==> config.mk <==
export PLATFORM = sky130hd
export DESIGN_NAME = tft_lcd_command_sequencer
export DESIGN_NICKNAME = d
export VERILOG_FILES = /design/src/rtl/tlcs_pkg.sv /design/src/rtl/tlcs_front.sv /design/src/rtl/tlcs_back.sv /design/src/rtl/tft_lcd_command_sequencer.sv
export SDC_FILE = /design/constraint.sdc
export NUM_CORES = 1
export LEC_CHECK = 0
export ABC_AREA = 1
export BUFFER_PORTS_ARGS = -buffer_cell sky130_fd_sc_hd__clkbuf_2
export CAP_MARGIN = 20
export CORE_ASPECT_RATIO = 1.25
export CORE_MARGIN = 5
export CORE_UTILIZATION = 40
export CTS_CLUSTER_SIZE = 24
export DETAILED_ROUTE_END_ITERATION = 12
export GPL_ROUTABILITY_DRIVEN = 0
export SYNTH_ARGS = -nofsm -noshare
export SYNTH_HDL_FRONTEND = slang
export SYNTH_HIERARCHICAL = 1
export SYNTH_SLANG_ARGS = --single-unit
==> constraint.sdc <==
create_clock -name clock -period 9.5 [get_ports clock]
set_input_delay 0.475 -clock clock [delete_from_list [all_inputs] [get_ports clock]]
set_output_delay 0.475 -clock clock [all_outputs]
set_load 0.05 [all_outputs]
==> src/rtl/tlcs_pkg.sv <==
// shared types, opcodes and action decode for the tft lcd command sequencer
`timescale 1ns / 1ps
`default_nettype none
package tlcs_pkg;

   // request and result payloads
   typedef struct packed {
      logic       action;
      logic [8:0] pos_x;
      logic [8:0] pos_y;
      logic [7:0] red;
      logic [7:0] green;
      logic [7:0] blue;
   } req_type;

   typedef enum logic [2:0] {
      KIND_CMD    = 3'd0,
      KIND_DATA   = 3'd1,
      KIND_RESET  = 3'd2,
      KIND_SELECT = 3'd3,
      KIND_WAIT   = 3'd4,
      KIND_ZEROS  = 3'd5
   } kind_type;

   typedef struct packed {
      kind_type    kind;
      logic [17:0] value;
      logic        last;
   } rsp_type;

   // request codes
   localparam logic ACTION_INIT  = 1'b0;
   localparam logic ACTION_PIXEL = 1'b1;

   // register indexes
   localparam logic CSR_PANEL_WIDTH  = 1'b0;
   localparam logic CSR_PANEL_HEIGHT = 1'b1;

   localparam logic [8:0] PANEL_WIDTH_RESET  = 9'd240;
   localparam logic [8:0] PANEL_HEIGHT_RESET = 9'd320;

   // controller opcodes
   localparam logic [7:0] OP_SWRESET = 8'h01;
   localparam logic [7:0] OP_SLPOUT  = 8'h11;
   localparam logic [7:0] OP_COLMOD  = 8'h3A;
   localparam logic [7:0] OP_MADCTL  = 8'h36;
   localparam logic [7:0] OP_INVON   = 8'h21;
   localparam logic [7:0] OP_NORON   = 8'h13;
   localparam logic [7:0] OP_CASET   = 8'h2A;
   localparam logic [7:0] OP_RASET   = 8'h2B;
   localparam logic [7:0] OP_RAMWR   = 8'h2C;
   localparam logic [7:0] OP_DISPON  = 8'h29;
   localparam logic [7:0] MODE_RGB565 = 8'h55;

   localparam logic [17:0] WAIT_RESET_MS = 18'd10;
   localparam logic [17:0] WAIT_LONG_MS  = 18'd120;
   localparam logic [17:0] WAIT_SWRST_MS = 18'd5;
   localparam logic [17:0] VALUE_MAX     = 18'h3FFFF;

   localparam int unsigned INIT_STEPS  = 33;
   localparam int unsigned PIXEL_STEPS = 15;
   localparam int unsigned STEP_W      = $clog2(INIT_STEPS);

   localparam logic [STEP_W-1:0] INIT_LAST  = STEP_W'(INIT_STEPS - 1);
   localparam logic [STEP_W-1:0] PIXEL_LAST = STEP_W'(PIXEL_STEPS - 1);

   // classified request held between front and back
   typedef struct packed {
      logic        action;
      logic [8:0]  pos_x;
      logic [8:0]  pos_y;
      logic [7:0]  color_hi;
      logic [7:0]  color_lo;
      logic [15:0] col_end;
      logic [15:0] row_end;
      logic [17:0] zeros;
   } cmd_type;

   // queue head handed from front to back
   typedef struct packed {
      logic    valid;
      cmd_type cmd;
   } head_type;

   function automatic rsp_type mk(input kind_type k, input logic [17:0] v);
      rsp_type r;
      r.kind  = k;
      r.value = v;
      r.last  = 1'b0;
      return r;
   endfunction

   function automatic logic [17:0] byt(input logic [7:0] b);
      return {10'd0, b};
   endfunction

   // one bus action of an init request
   function automatic rsp_type init_action(input cmd_type c, input logic [STEP_W-1:0] s);
      rsp_type r;
      unique case (s)
         6'd0:  r = mk(KIND_RESET, 18'd1);
         6'd1:  r = mk(KIND_SELECT, 18'd1);
         6'd2:  r = mk(KIND_RESET, 18'd0);
         6'd3:  r = mk(KIND_WAIT, WAIT_RESET_MS);
         6'd4:  r = mk(KIND_RESET, 18'd1);
         6'd5:  r = mk(KIND_WAIT, WAIT_LONG_MS);
         6'd6:  r = mk(KIND_SELECT, 18'd0);
         6'd7:  r = mk(KIND_CMD, byt(OP_SWRESET));
         6'd8:  r = mk(KIND_SELECT, 18'd1);
         6'd9:  r = mk(KIND_WAIT, WAIT_SWRST_MS);
         6'd10: r = mk(KIND_SELECT, 18'd0);
         6'd11: r = mk(KIND_CMD, byt(OP_SLPOUT));
         6'd12: r = mk(KIND_WAIT, WAIT_LONG_MS);
         6'd13: r = mk(KIND_CMD, byt(OP_COLMOD));
         6'd14: r = mk(KIND_DATA, byt(MODE_RGB565));
         6'd15: r = mk(KIND_CMD, byt(OP_MADCTL));
         6'd16: r = mk(KIND_DATA, 18'd0);
         6'd17: r = mk(KIND_CMD, byt(OP_INVON));
         6'd18: r = mk(KIND_CMD, byt(OP_NORON));
         6'd19: r = mk(KIND_CMD, byt(OP_CASET));
         6'd20: r = mk(KIND_DATA, 18'd0);
         6'd21: r = mk(KIND_DATA, 18'd0);
         6'd22: r = mk(KIND_DATA, byt(c.col_end[15:8]));
         6'd23: r = mk(KIND_DATA, byt(c.col_end[7:0]));
         6'd24: r = mk(KIND_CMD, byt(OP_RASET));
         6'd25: r = mk(KIND_DATA, 18'd0);
         6'd26: r = mk(KIND_DATA, 18'd0);
         6'd27: r = mk(KIND_DATA, byt(c.row_end[15:8]));
         6'd28: r = mk(KIND_DATA, byt(c.row_end[7:0]));
         6'd29: r = mk(KIND_CMD, byt(OP_RAMWR));
         6'd30: r = mk(KIND_ZEROS, c.zeros);
         6'd31: r = mk(KIND_CMD, byt(OP_DISPON));
         default: r = mk(KIND_SELECT, 18'd1);
      endcase
      return r;
   endfunction

   // one bus action of a pixel request
   function automatic rsp_type pixel_action(input cmd_type c, input logic [STEP_W-1:0] s);
      rsp_type     r;
      logic [17:0] x_hi;
      logic [17:0] x_lo;
      logic [17:0] y_hi;
      logic [17:0] y_lo;
      x_hi = {17'd0, c.pos_x[8]};
      x_lo = byt(c.pos_x[7:0]);
      y_hi = {17'd0, c.pos_y[8]};
      y_lo = byt(c.pos_y[7:0]);
      unique case (s)
         6'd0:  r = mk(KIND_SELECT, 18'd0);
         6'd1:  r = mk(KIND_CMD, byt(OP_CASET));
         6'd2:  r = mk(KIND_DATA, x_hi);
         6'd3:  r = mk(KIND_DATA, x_lo);
         6'd4:  r = mk(KIND_DATA, x_hi);
         6'd5:  r = mk(KIND_DATA, x_lo);
         6'd6:  r = mk(KIND_CMD, byt(OP_RASET));
         6'd7:  r = mk(KIND_DATA, y_hi);
         6'd8:  r = mk(KIND_DATA, y_lo);
         6'd9:  r = mk(KIND_DATA, y_hi);
         6'd10: r = mk(KIND_DATA, y_lo);
         6'd11: r = mk(KIND_CMD, byt(OP_RAMWR));
         6'd12: r = mk(KIND_DATA, byt(c.color_hi));
         6'd13: r = mk(KIND_DATA, byt(c.color_lo));
         default: r = mk(KIND_SELECT, 18'd1);
      endcase
      return r;
   endfunction

endpackage
`default_nettype wire

==> src/rtl/tlcs_front.sv <==
// request front end: panel registers, request classification and command queue
`timescale 1ns / 1ps
`default_nettype none
module tlcs_front (
   input  wire              clock,
   input  wire              reset,
   input  wire              push,
   output logic             full,
   input  tlcs_pkg::req_type req_item,
   input  wire              csr_valid,
   input  wire              csr_index,
   input  wire [8:0]        csr_data,
   output tlcs_pkg::head_type head,
   input  wire              head_pop
);
   import tlcs_pkg::*;

   logic [8:0]  width_ff, width_in;
   logic [8:0]  height_ff, height_in;
   cmd_type     queue_ff [2];
   logic        wr_ptr_ff, wr_ptr_in;
   logic        rd_ptr_ff, rd_ptr_in;
   logic [1:0]  count_ff, count_in;
   cmd_type     cmd;
   logic [17:0] area;
   logic [18:0] zeros_raw;
   logic        do_push;
   logic        do_pop;

   always_comb begin
      width_in  = width_ff;
      height_in = height_ff;
      if (csr_valid) begin
         unique case (csr_index)
            CSR_PANEL_WIDTH:  width_in  = csr_data;
            CSR_PANEL_HEIGHT: height_in = csr_data;
            default:          width_in  = width_ff;
         endcase
      end
   end

   // classify: pack the color and precompute window ends and clear count
   always_comb begin
      area      = 18'(width_ff) * 18'(height_ff);
      zeros_raw = {area, 1'b0};
      cmd.action   = req_item.action;
      cmd.pos_x    = req_item.pos_x;
      cmd.pos_y    = req_item.pos_y;
      cmd.color_hi = {req_item.red[7:3], req_item.green[7:5]};
      cmd.color_lo = {req_item.green[4:2], req_item.blue[7:3]};
      cmd.col_end  = {7'd0, width_ff} - 16'd1;
      cmd.row_end  = {7'd0, height_ff} - 16'd1;
      cmd.zeros    = zeros_raw[18] ? VALUE_MAX : zeros_raw[17:0];
   end

   assign full    = (count_ff == 2'd2);
   assign do_push = push && !full;
   assign do_pop  = head_pop && (count_ff != 2'd0);

   always_comb begin
      wr_ptr_in = do_push ? ~wr_ptr_ff : wr_ptr_ff;
      rd_ptr_in = do_pop ? ~rd_ptr_ff : rd_ptr_ff;
      count_in  = count_ff + 2'(do_push) - 2'(do_pop);
   end

   always_ff @(posedge clock) begin
      if (reset) begin
         width_ff  <= PANEL_WIDTH_RESET;
         height_ff <= PANEL_HEIGHT_RESET;
         wr_ptr_ff <= 1'b0;
         rd_ptr_ff <= 1'b0;
         count_ff  <= 2'd0;
      end else begin
         width_ff  <= width_in;
         height_ff <= height_in;
         wr_ptr_ff <= wr_ptr_in;
         rd_ptr_ff <= rd_ptr_in;
         count_ff  <= count_in;
      end
   end

   always_ff @(posedge clock) begin
      if (do_push) begin
         queue_ff[wr_ptr_ff] <= cmd;
      end
   end

   assign head.valid = (count_ff != 2'd0);
   assign head.cmd   = queue_ff[rd_ptr_ff];

endmodule
`default_nettype wire

==> src/rtl/tlcs_back.sv <==
// action sequencer and result queue
`timescale 1ns / 1ps
`default_nettype none
module tlcs_back (
   input  wire                clock,
   input  wire                reset,
   input  tlcs_pkg::head_type head,
   output logic               head_pop,
   output logic               empty,
   input  wire                pop,
   output tlcs_pkg::rsp_type  rsp_item
);
   import tlcs_pkg::*;

   logic [STEP_W-1:0] step_ff, step_in;
   rsp_type           outq_ff [2];
   logic              wr_ptr_ff, wr_ptr_in;
   logic              rd_ptr_ff, rd_ptr_in;
   logic [1:0]        count_ff, count_in;
   rsp_type           act;
   logic              at_last;
   logic              emit;
   logic              do_pop;

   always_comb begin
      if (head.cmd.action == ACTION_PIXEL) begin
         act     = pixel_action(head.cmd, step_ff);
         at_last = (step_ff == PIXEL_LAST);
      end else begin
         act     = init_action(head.cmd, step_ff);
         at_last = (step_ff == INIT_LAST);
      end
      act.last = at_last;
   end

   assign emit     = head.valid && (count_ff != 2'd2);
   assign head_pop = emit && at_last;
   assign empty    = (count_ff == 2'd0);
   assign do_pop   = pop && !empty;

   always_comb begin
      step_in = step_ff;
      if (emit) begin
         step_in = at_last ? '0 : step_ff + 1'b1;
      end
      wr_ptr_in = emit ? ~wr_ptr_ff : wr_ptr_ff;
      rd_ptr_in = do_pop ? ~rd_ptr_ff : rd_ptr_ff;
      count_in  = count_ff + 2'(emit) - 2'(do_pop);
   end

   always_ff @(posedge clock) begin
      if (reset) begin
         step_ff   <= '0;
         wr_ptr_ff <= 1'b0;
         rd_ptr_ff <= 1'b0;
         count_ff  <= 2'd0;
      end else begin
         step_ff   <= step_in;
         wr_ptr_ff <= wr_ptr_in;
         rd_ptr_ff <= rd_ptr_in;
         count_ff  <= count_in;
      end
   end

   always_ff @(posedge clock) begin
      if (emit) begin
         outq_ff[wr_ptr_ff] <= act;
      end
   end

   assign rsp_item = outq_ff[rd_ptr_ff];

endmodule
`default_nettype wire

==> src/rtl/tft_lcd_command_sequencer.sv <==
// top level of the tft lcd command sequencer
// usage:
//   request side is a queue: drive req_item and raise push while full is low;
//   action 0 asks for panel init and clear (33 bus actions), action 1 for a
//   single rgb565 pixel write (15 bus actions)
//   result side is a queue: while empty is low the oldest bus action sits
//   on rsp_item (kind, value, last); raise pop to take it. last marks the
//   final action of each request
//   csr channel writes panel_width (index 0) or panel_height (index 1);
//   csr_ready is always high, writes take effect on the next request
// timing:
//   front classifies and queues a request at the accepting edge; the back
//   sequencer emits one action per cycle while the result queue has room, and
//   the first action reaches rsp_item through the command queue and the result
//   queue registers. two requests can wait in the command queue
//   a stalled receiver fills the two-entry result queue and the sequencer
//   holds its step until space frees, then the command queue fills and full
//   rises; nothing is dropped
// reset: synchronous, clears both queues and the step counter and loads
//   panel size 240 x 320
`timescale 1ns / 1ps
`default_nettype none
module tft_lcd_command_sequencer (
   input  wire                clock,
   input  wire                reset,
   // request channel
   input  wire                push,
   output logic               full,
   input  tlcs_pkg::req_type  req_item,
   // result channel
   output logic               empty,
   input  wire                pop,
   output tlcs_pkg::rsp_type  rsp_item,
   // configuration channel
   input  wire                csr_valid,
   output logic               csr_ready,
   input  wire                csr_index,
   input  wire [8:0]          csr_data
);
   import tlcs_pkg::*;

   head_type head;
   logic     head_pop;

   // registers are always writable
   assign csr_ready = 1'b1;

   // front: panel registers, classification, command queue
   tlcs_front u_front (
      .clock     (clock),
      .reset     (reset),
      .push      (push),
      .full      (full),
      .req_item  (req_item),
      .csr_valid (csr_valid),
      .csr_index (csr_index),
      .csr_data  (csr_data),
      .head      (head),
      .head_pop  (head_pop)
   );

   // back: step sequencer and result queue
   tlcs_back u_back (
      .clock    (clock),
      .reset    (reset),
      .head     (head),
      .head_pop (head_pop),
      .empty    (empty),
      .pop      (pop),
      .rsp_item (rsp_item)
   );

endmodule
`default_nettype wire

Word level (Yosys, flattened, before mapping):

Memory sizes are Yosys's and may differ from the RTL's. A register that Yosys moved wholly into a read port is not among the register bits.
Cells that the tools add are included.

* add/subtract/negate cells: 7
* multiply operators: 1
* div/mod/pow operators: 0
* magnitude comparators: 0
* equal/unequal tests: 34
* shift operators: 0
* mux-type cells: 14
* bitwise logic cells: 5
* reduce and logical (&&, ||, !) cells: 20

Operators by type and width (number)
* one-hot mux 22 bit (23 select lines): 1
* one-hot mux 21 bit (10 select lines): 1
* equality test 6 x 5 -> 1 bit (second input constant): 16
* equality test 6 x 4 -> 1 bit (second input constant): 8
* equality test 6 x 3 -> 1 bit (second input constant): 4
* two-way mux 22 bit: 1
* subtractor 9 x 1 -> 10 bit (second input constant): 2
* multiplier 9 x 9 -> 18 bit: 1
* two-way mux 18 bit: 1
* OR reduction 2 bit: 7
* equality test 6 x 2 -> 1 bit (second input constant): 2
* two-way mux 1 bit: 9
* adder 6 x 1 -> 6 bit (second input constant): 1
* equality test 6 x 1 -> 1 bit (second input constant): 1
* equality test 6 bit (second input constant): 1
* zero test 6 bit: 1
* two-way mux 6 bit: 1
* logical AND 1 bit: 5
* inverter 1 bit: 5
* OR reduction 5 bit: 1
* adder 2 x 1 -> 2 bit: 2
* AND reduction 2 bit: 2
* subtractor 2 x 1 -> 2 bit: 2
* equality test 2 bit (second input constant): 1
* 4 further kinds: 5

* bits in registers: 32
* bits in latches: 0
* RAM bits: 214
* memory bits (read-only): 0
* bits of input ports: 58
* output and inout bits: 25
* logic and storage cells: 92
* memories kept: 2

Memory list
* u_front.queue_ff: words 2, width 85, read ports 1, clocked after Yosys merged registers in 1, write ports 1, RTL line tlcs_front.sv:20 `cmd_type queue_ff [2];`
* u_back.outq_ff: words 2, width 22, read ports 1, clocked after Yosys merged registers in 1, write ports 1, RTL line tlcs_back.sv:16 `rsp_type outq_ff [2];`

Longest topological paths before layout:

* depth after elaboration: 6
* mapped depth: 22
* mapped depth without buffers: 21

Cells and area by module:

The synthesis kept the hierarchy.

Modules (own cells, without submodules)
* tlcs_front: instances 1, cells each 863, area each 9481.6 sq um, seq. area each 4844.6 sq um
* tlcs_back: instances 1, cells each 421, area each 3575.9 sq um, seq. area each 1541.5 sq um
* tft_lcd_command_sequencer: instances 1, cells each 2, area each 11.3 sq um, seq. area each 0.0 sq um

Worst setup path before layout:

No wires, ideal clock.

* path type: register to register
* start: register u_front.width_ff[8]
* end: memory u_front/queue_ff[0][10] (netlist bit) (data pin)
* setup time: 0.259 ns
* arrival: 3.974 ns
* data required time: 9.241 ns
* slack: 5.267 ns
* cell stages (with the launch flop): 20
* buffers on the path: 2
* period minus slack after synthesis: 4.233 ns
* cell sequence: dfxtp_1 -> clkbuf_1 -> nand2_1 -> fa_1 -> inv_1 -> fa_1 -> fa_1 -> inv_1 -> fa_1 -> inv_1 -> ha_1 -> nand2_2 -> inv_1 -> nand2_1 -> nand3_2 -> nand2_2 -> nand3_1 -> nand2_4 -> buf_6 -> nand2_1

RTL lines
* start, declared: RTL line tlcs_front.sv:18 `logic [8:0] width_ff, width_in;`
* start signal, assigned: RTL line tlcs_front.sv:74 `width_ff <= width_in;`
* end, declared: RTL line tlcs_front.sv:20

==> flow_summary_export.csv <==
group,metric,value,unit
detailed_routing,drt-wirelength-per-cell,15.5,um
clocking,ctsHoldBuffers,0,
logic_synthesis,syn_nets,1442,
cells_and_area,antenna_cells,0,
sta,finalSetupTns,0,ns
sta,finalHoldViolCount,0,
detailed_routing,via_per_inst,4.86,
global_route,grt_pass1_wl,45.1,mm
sta,slew_violations,0,
logic_synthesis,ys_warn_count,6,
power_and_ir_drop,vdd_ir_drop_max,173,uV
sta,relSlewSlack,0.303,
global_route,grt_max_degree,74,
worst_setup_path,critical_path_buf_inv_count,4,
clocking,cts_made_buffers,23,
worst_setup_path,critical_path.top_delay_family,"adder cells",
die,die_w,172,um
clocking,cts_resized,0,
worst_setup_path,cpPeakStageDelay,0.68,ns
sta,fmax,217,MHz
placement,placed_cell_area,13700,um^2
global_route,grt.met2_usage,0.274,
clocking,cts_root_buf,"clkbuf_16",
logic_synthesis,syn-cell-area,13100,um^2
clocking,clkSlewWorstSetupHoldPaths,0.06,ns
flow_run,maxCapViolCount,0,
detailed_routing,drtIter0Drc,448,
clocking,clk-insertion-delay-late,0.53,ns
logic_synthesis,ys_seq_area_frac,0.489,
worst_setup_path,path_max_fanout,18,
outcome,outcome,"complete, no violations",
detailed_routing,vias,8591,
logic_synthesis,yosys_most_used_dff,"edfxtp_1",
sta,rsz0062_at_grt,"no",
sta,fin_crit,4.60,ns
sta,skew,0.0261,ns
die,die_height,212,um
clocking,clkSinkCount,224,
sta,worstMarginPinSlew,1.05,ns
detailed_routing,dr.pass1.iters,5,
logic_synthesis,synth_cell_types,46,
placement,io_buffer_count,73,
logic_synthesis,synth_top_area_share,0.437,
die,rows,74,
global_route,track_usage,0.153,
sta,finalCritPeriodShare,0.485,
worst_setup_path,crit_type,"reg -> reg",
global_route,antenna_found_initial,0,
cells_and_area,fin_nets,1489,
cells_and_area,drive_above_1_share,0.198,
power_and_ir_drop,powerDensity,215,nW/um^2
detailed_routing,drc,0,
die,die-area,36400,um^2
placement,post-dp-hpwl,19.7,mm
cells_and_area,nFillCells,3077,
sta,final-setup-viol-count,0,
cells_and_area,fin_util,0.446,
hold_path,hp-class,"in -> reg",
logic_synthesis,synth_seq_cells,224,
worst_setup_path,cp.arrival,4.85,ns
worst_setup_path,worst_path_max_delay_cell,"dfxtp_1",
cells_and_area,area_growth,10.9,%
worst_setup_path,worstPathCellList,"nand2_1, fa_1, inv_1, fa_1, fa_1, inv_1, fa_1, inv_1, ha_1, nand2_2, inv_1, nand2_1, nand3_2, nand2_2, nand3_1, nand2_4, nand2_1",
logic_synthesis,syn_avg_cell_area,10.2,um^2
global_route,use_met3,0.0184,
detailed_routing,totalWireLength,27.4,mm
global_route,grt_pass1_vias,8845,
logic_synthesis,synth_area_leaders,"edfxtp_1, nand2_1, mux2_2",
cells_and_area,postLayoutCellArea,14500,um^2
die,start_util,0.402,
logic_synthesis,yosysTopAreaCell,"edfxtp_1",
clocking,cts_tree,"yes",
logic_synthesis,synth-async-reset-ratio,0,
die,core,32500,um^2
clocking,htreeDepth,1,
global_route,grt_overflow,0,
logic_synthesis,synth_edf_count,190,
clocking,postCtsSetupBuffers,0,
detailed_routing,postRouteAntennaNets,0,
global_route,grt_use_met1,0.193,
worst_setup_path,end_kind,"flip-flop",
global_route,grt_busiest_layer,"met2",
clocking,clockBufferDepth,3,
die,io_pins,83,
power_and_ir_drop,leakage,6.51,nW
logic_synthesis,syn_inst,1286,
worst_setup_path,critPathRequiredTime,9.75,ns
worst_setup_path,critPathLaunchType,"flip-flop",
==> cell usage in the layout, fill, tap and decap left out, types with 6 or more instances in the layout <==
master / instances
a21oi_1: 27
fa_1: 50
o21ai_1: 7
nand4_1: 11
ha_1: 48
o21ai_0: 25
nand3_1: 55
nor2_1: 72
edfxtp_1: 190
clkbuf_16: 23
mux2_2: 95
nor3_1: 8
inv_1: 198
clkbuf_2: 73
nor2_2: 6
nor2_4: 11
nand2_2: 9
o211ai_1: 7
nand2_1: 309
xnor2_1: 6
inv_2: 6
dfxtp_1: 33
xor2_1: 20
==> layer usage <==
layer	wire length, um	share of wire	vias to the layer above
met3	1130	0.041	46
met4	697	0.025	0
met1	11700	0.43	4110
li1	-	-	4252
met2	13800	0.51	183
met5	0	0	-
==> power breakdown <==
| group | leakage (nW) | switching (mW) | total [mW] | internal (mW) |
|---|---|---|---|---|
| registers | 2.06 | 0.0616 | 1.30 | 1.24 |
| clock network | 0.380 | 0.388 | 0.930 | 0.541 |
| logic | 4.07 | 0.584 | 0.892 | 0.308 |
==> cells by family (layout without fill, tap and decap cells) <==
| logic type | Yosys count | in the layout | synth area share |
|---|---|---|---|
| fa+ha+maj | 98 | 98 | 0.123 |
| flops | 224 | 224 | 0.489 |
| mux | 95 | 95 | 0.0819 |
| simple gates | 502 | 502 | 0.170 |
| compound gates | 74 | 74 | 0.0332 |
| other cells | 1 | 1 | 0.000287 |
| xor+xnor | 26 | 26 | 0.0174 |
| buf+inv | 266 | 330 | 0.0858 |
==> path summary, 6_finish.rpt <==
path                        from  depth (start not counted)  slack (ns)                 endpoint
min                 req_item[21]                          1        0.13  u_front/queue_ff[1][63]
max reg2reg  u_front/width_ff[8]                         17        4.90   u_front/queue_ff[0][9]
max          u_front/width_ff[8]                         17        4.90   u_front/queue_ff[0][9]
min reg2reg    u_front/rd_ptr_ff                          1        0.46        u_front/rd_ptr_ff
==> cell usage after synthesis (all sizes together), types with 6 or more instances <==
cell	n
xor2	20
nor2	90
clkbuf	21
nor3	9
xnor2	6
o21ai	33
nand4	11
mux2	95
fa	50
dfxtp	34
nand3	61
buf	36
o211ai	7
a21oi	28
edfxtp	190
ha	48
inv	208
nand2	322
==> state kept, by name, indices dropped and copies added, names as in the netlist, named ones only <==
register and count:
u_back/outq_ff 44, u_back/step_ff 6, u_front/queue_ff 146, u_front/rd_ptr_ff 1
u_back/wr_ptr_ff 1, u_front/width_ff 9, u_front/wr_ptr_ff 1, u_back/count_ff 2
u_back/rd_ptr_ff 1, u_front/count_ff 2, u_front/height_ff 9
==> metrics by stage <==
step	total power [mW]	instances	worst slack, ns	hold slack [ns]
after floorplan	2.00	1286	5.27	0.425
after global placement	2.21	1725	4.96	0.438
after detailed placement	2.22	1726	4.91	0.447
after CTS	3.16	1768	4.88	0.107
after global routing	3.33	1768	4.57	0.107
final	3.12	1768	4.90	0.128
==> layout make-up <==
type / count / area (um^2) / share of cell area
repair buffers: 79 / 418 / 0.0288
flip-flops and latches: 224 / 6390 / 0.441
inverters: 209 / 795 / 0.0548
clock buffers: 25 / 593 / 0.0409
clock inverters: 17 / 191 / 0.0132
well taps: 418 / 523 / 0.0361
multi-input cells: 796 / 5580 / 0.385
(Power assumes the default switching activity.)
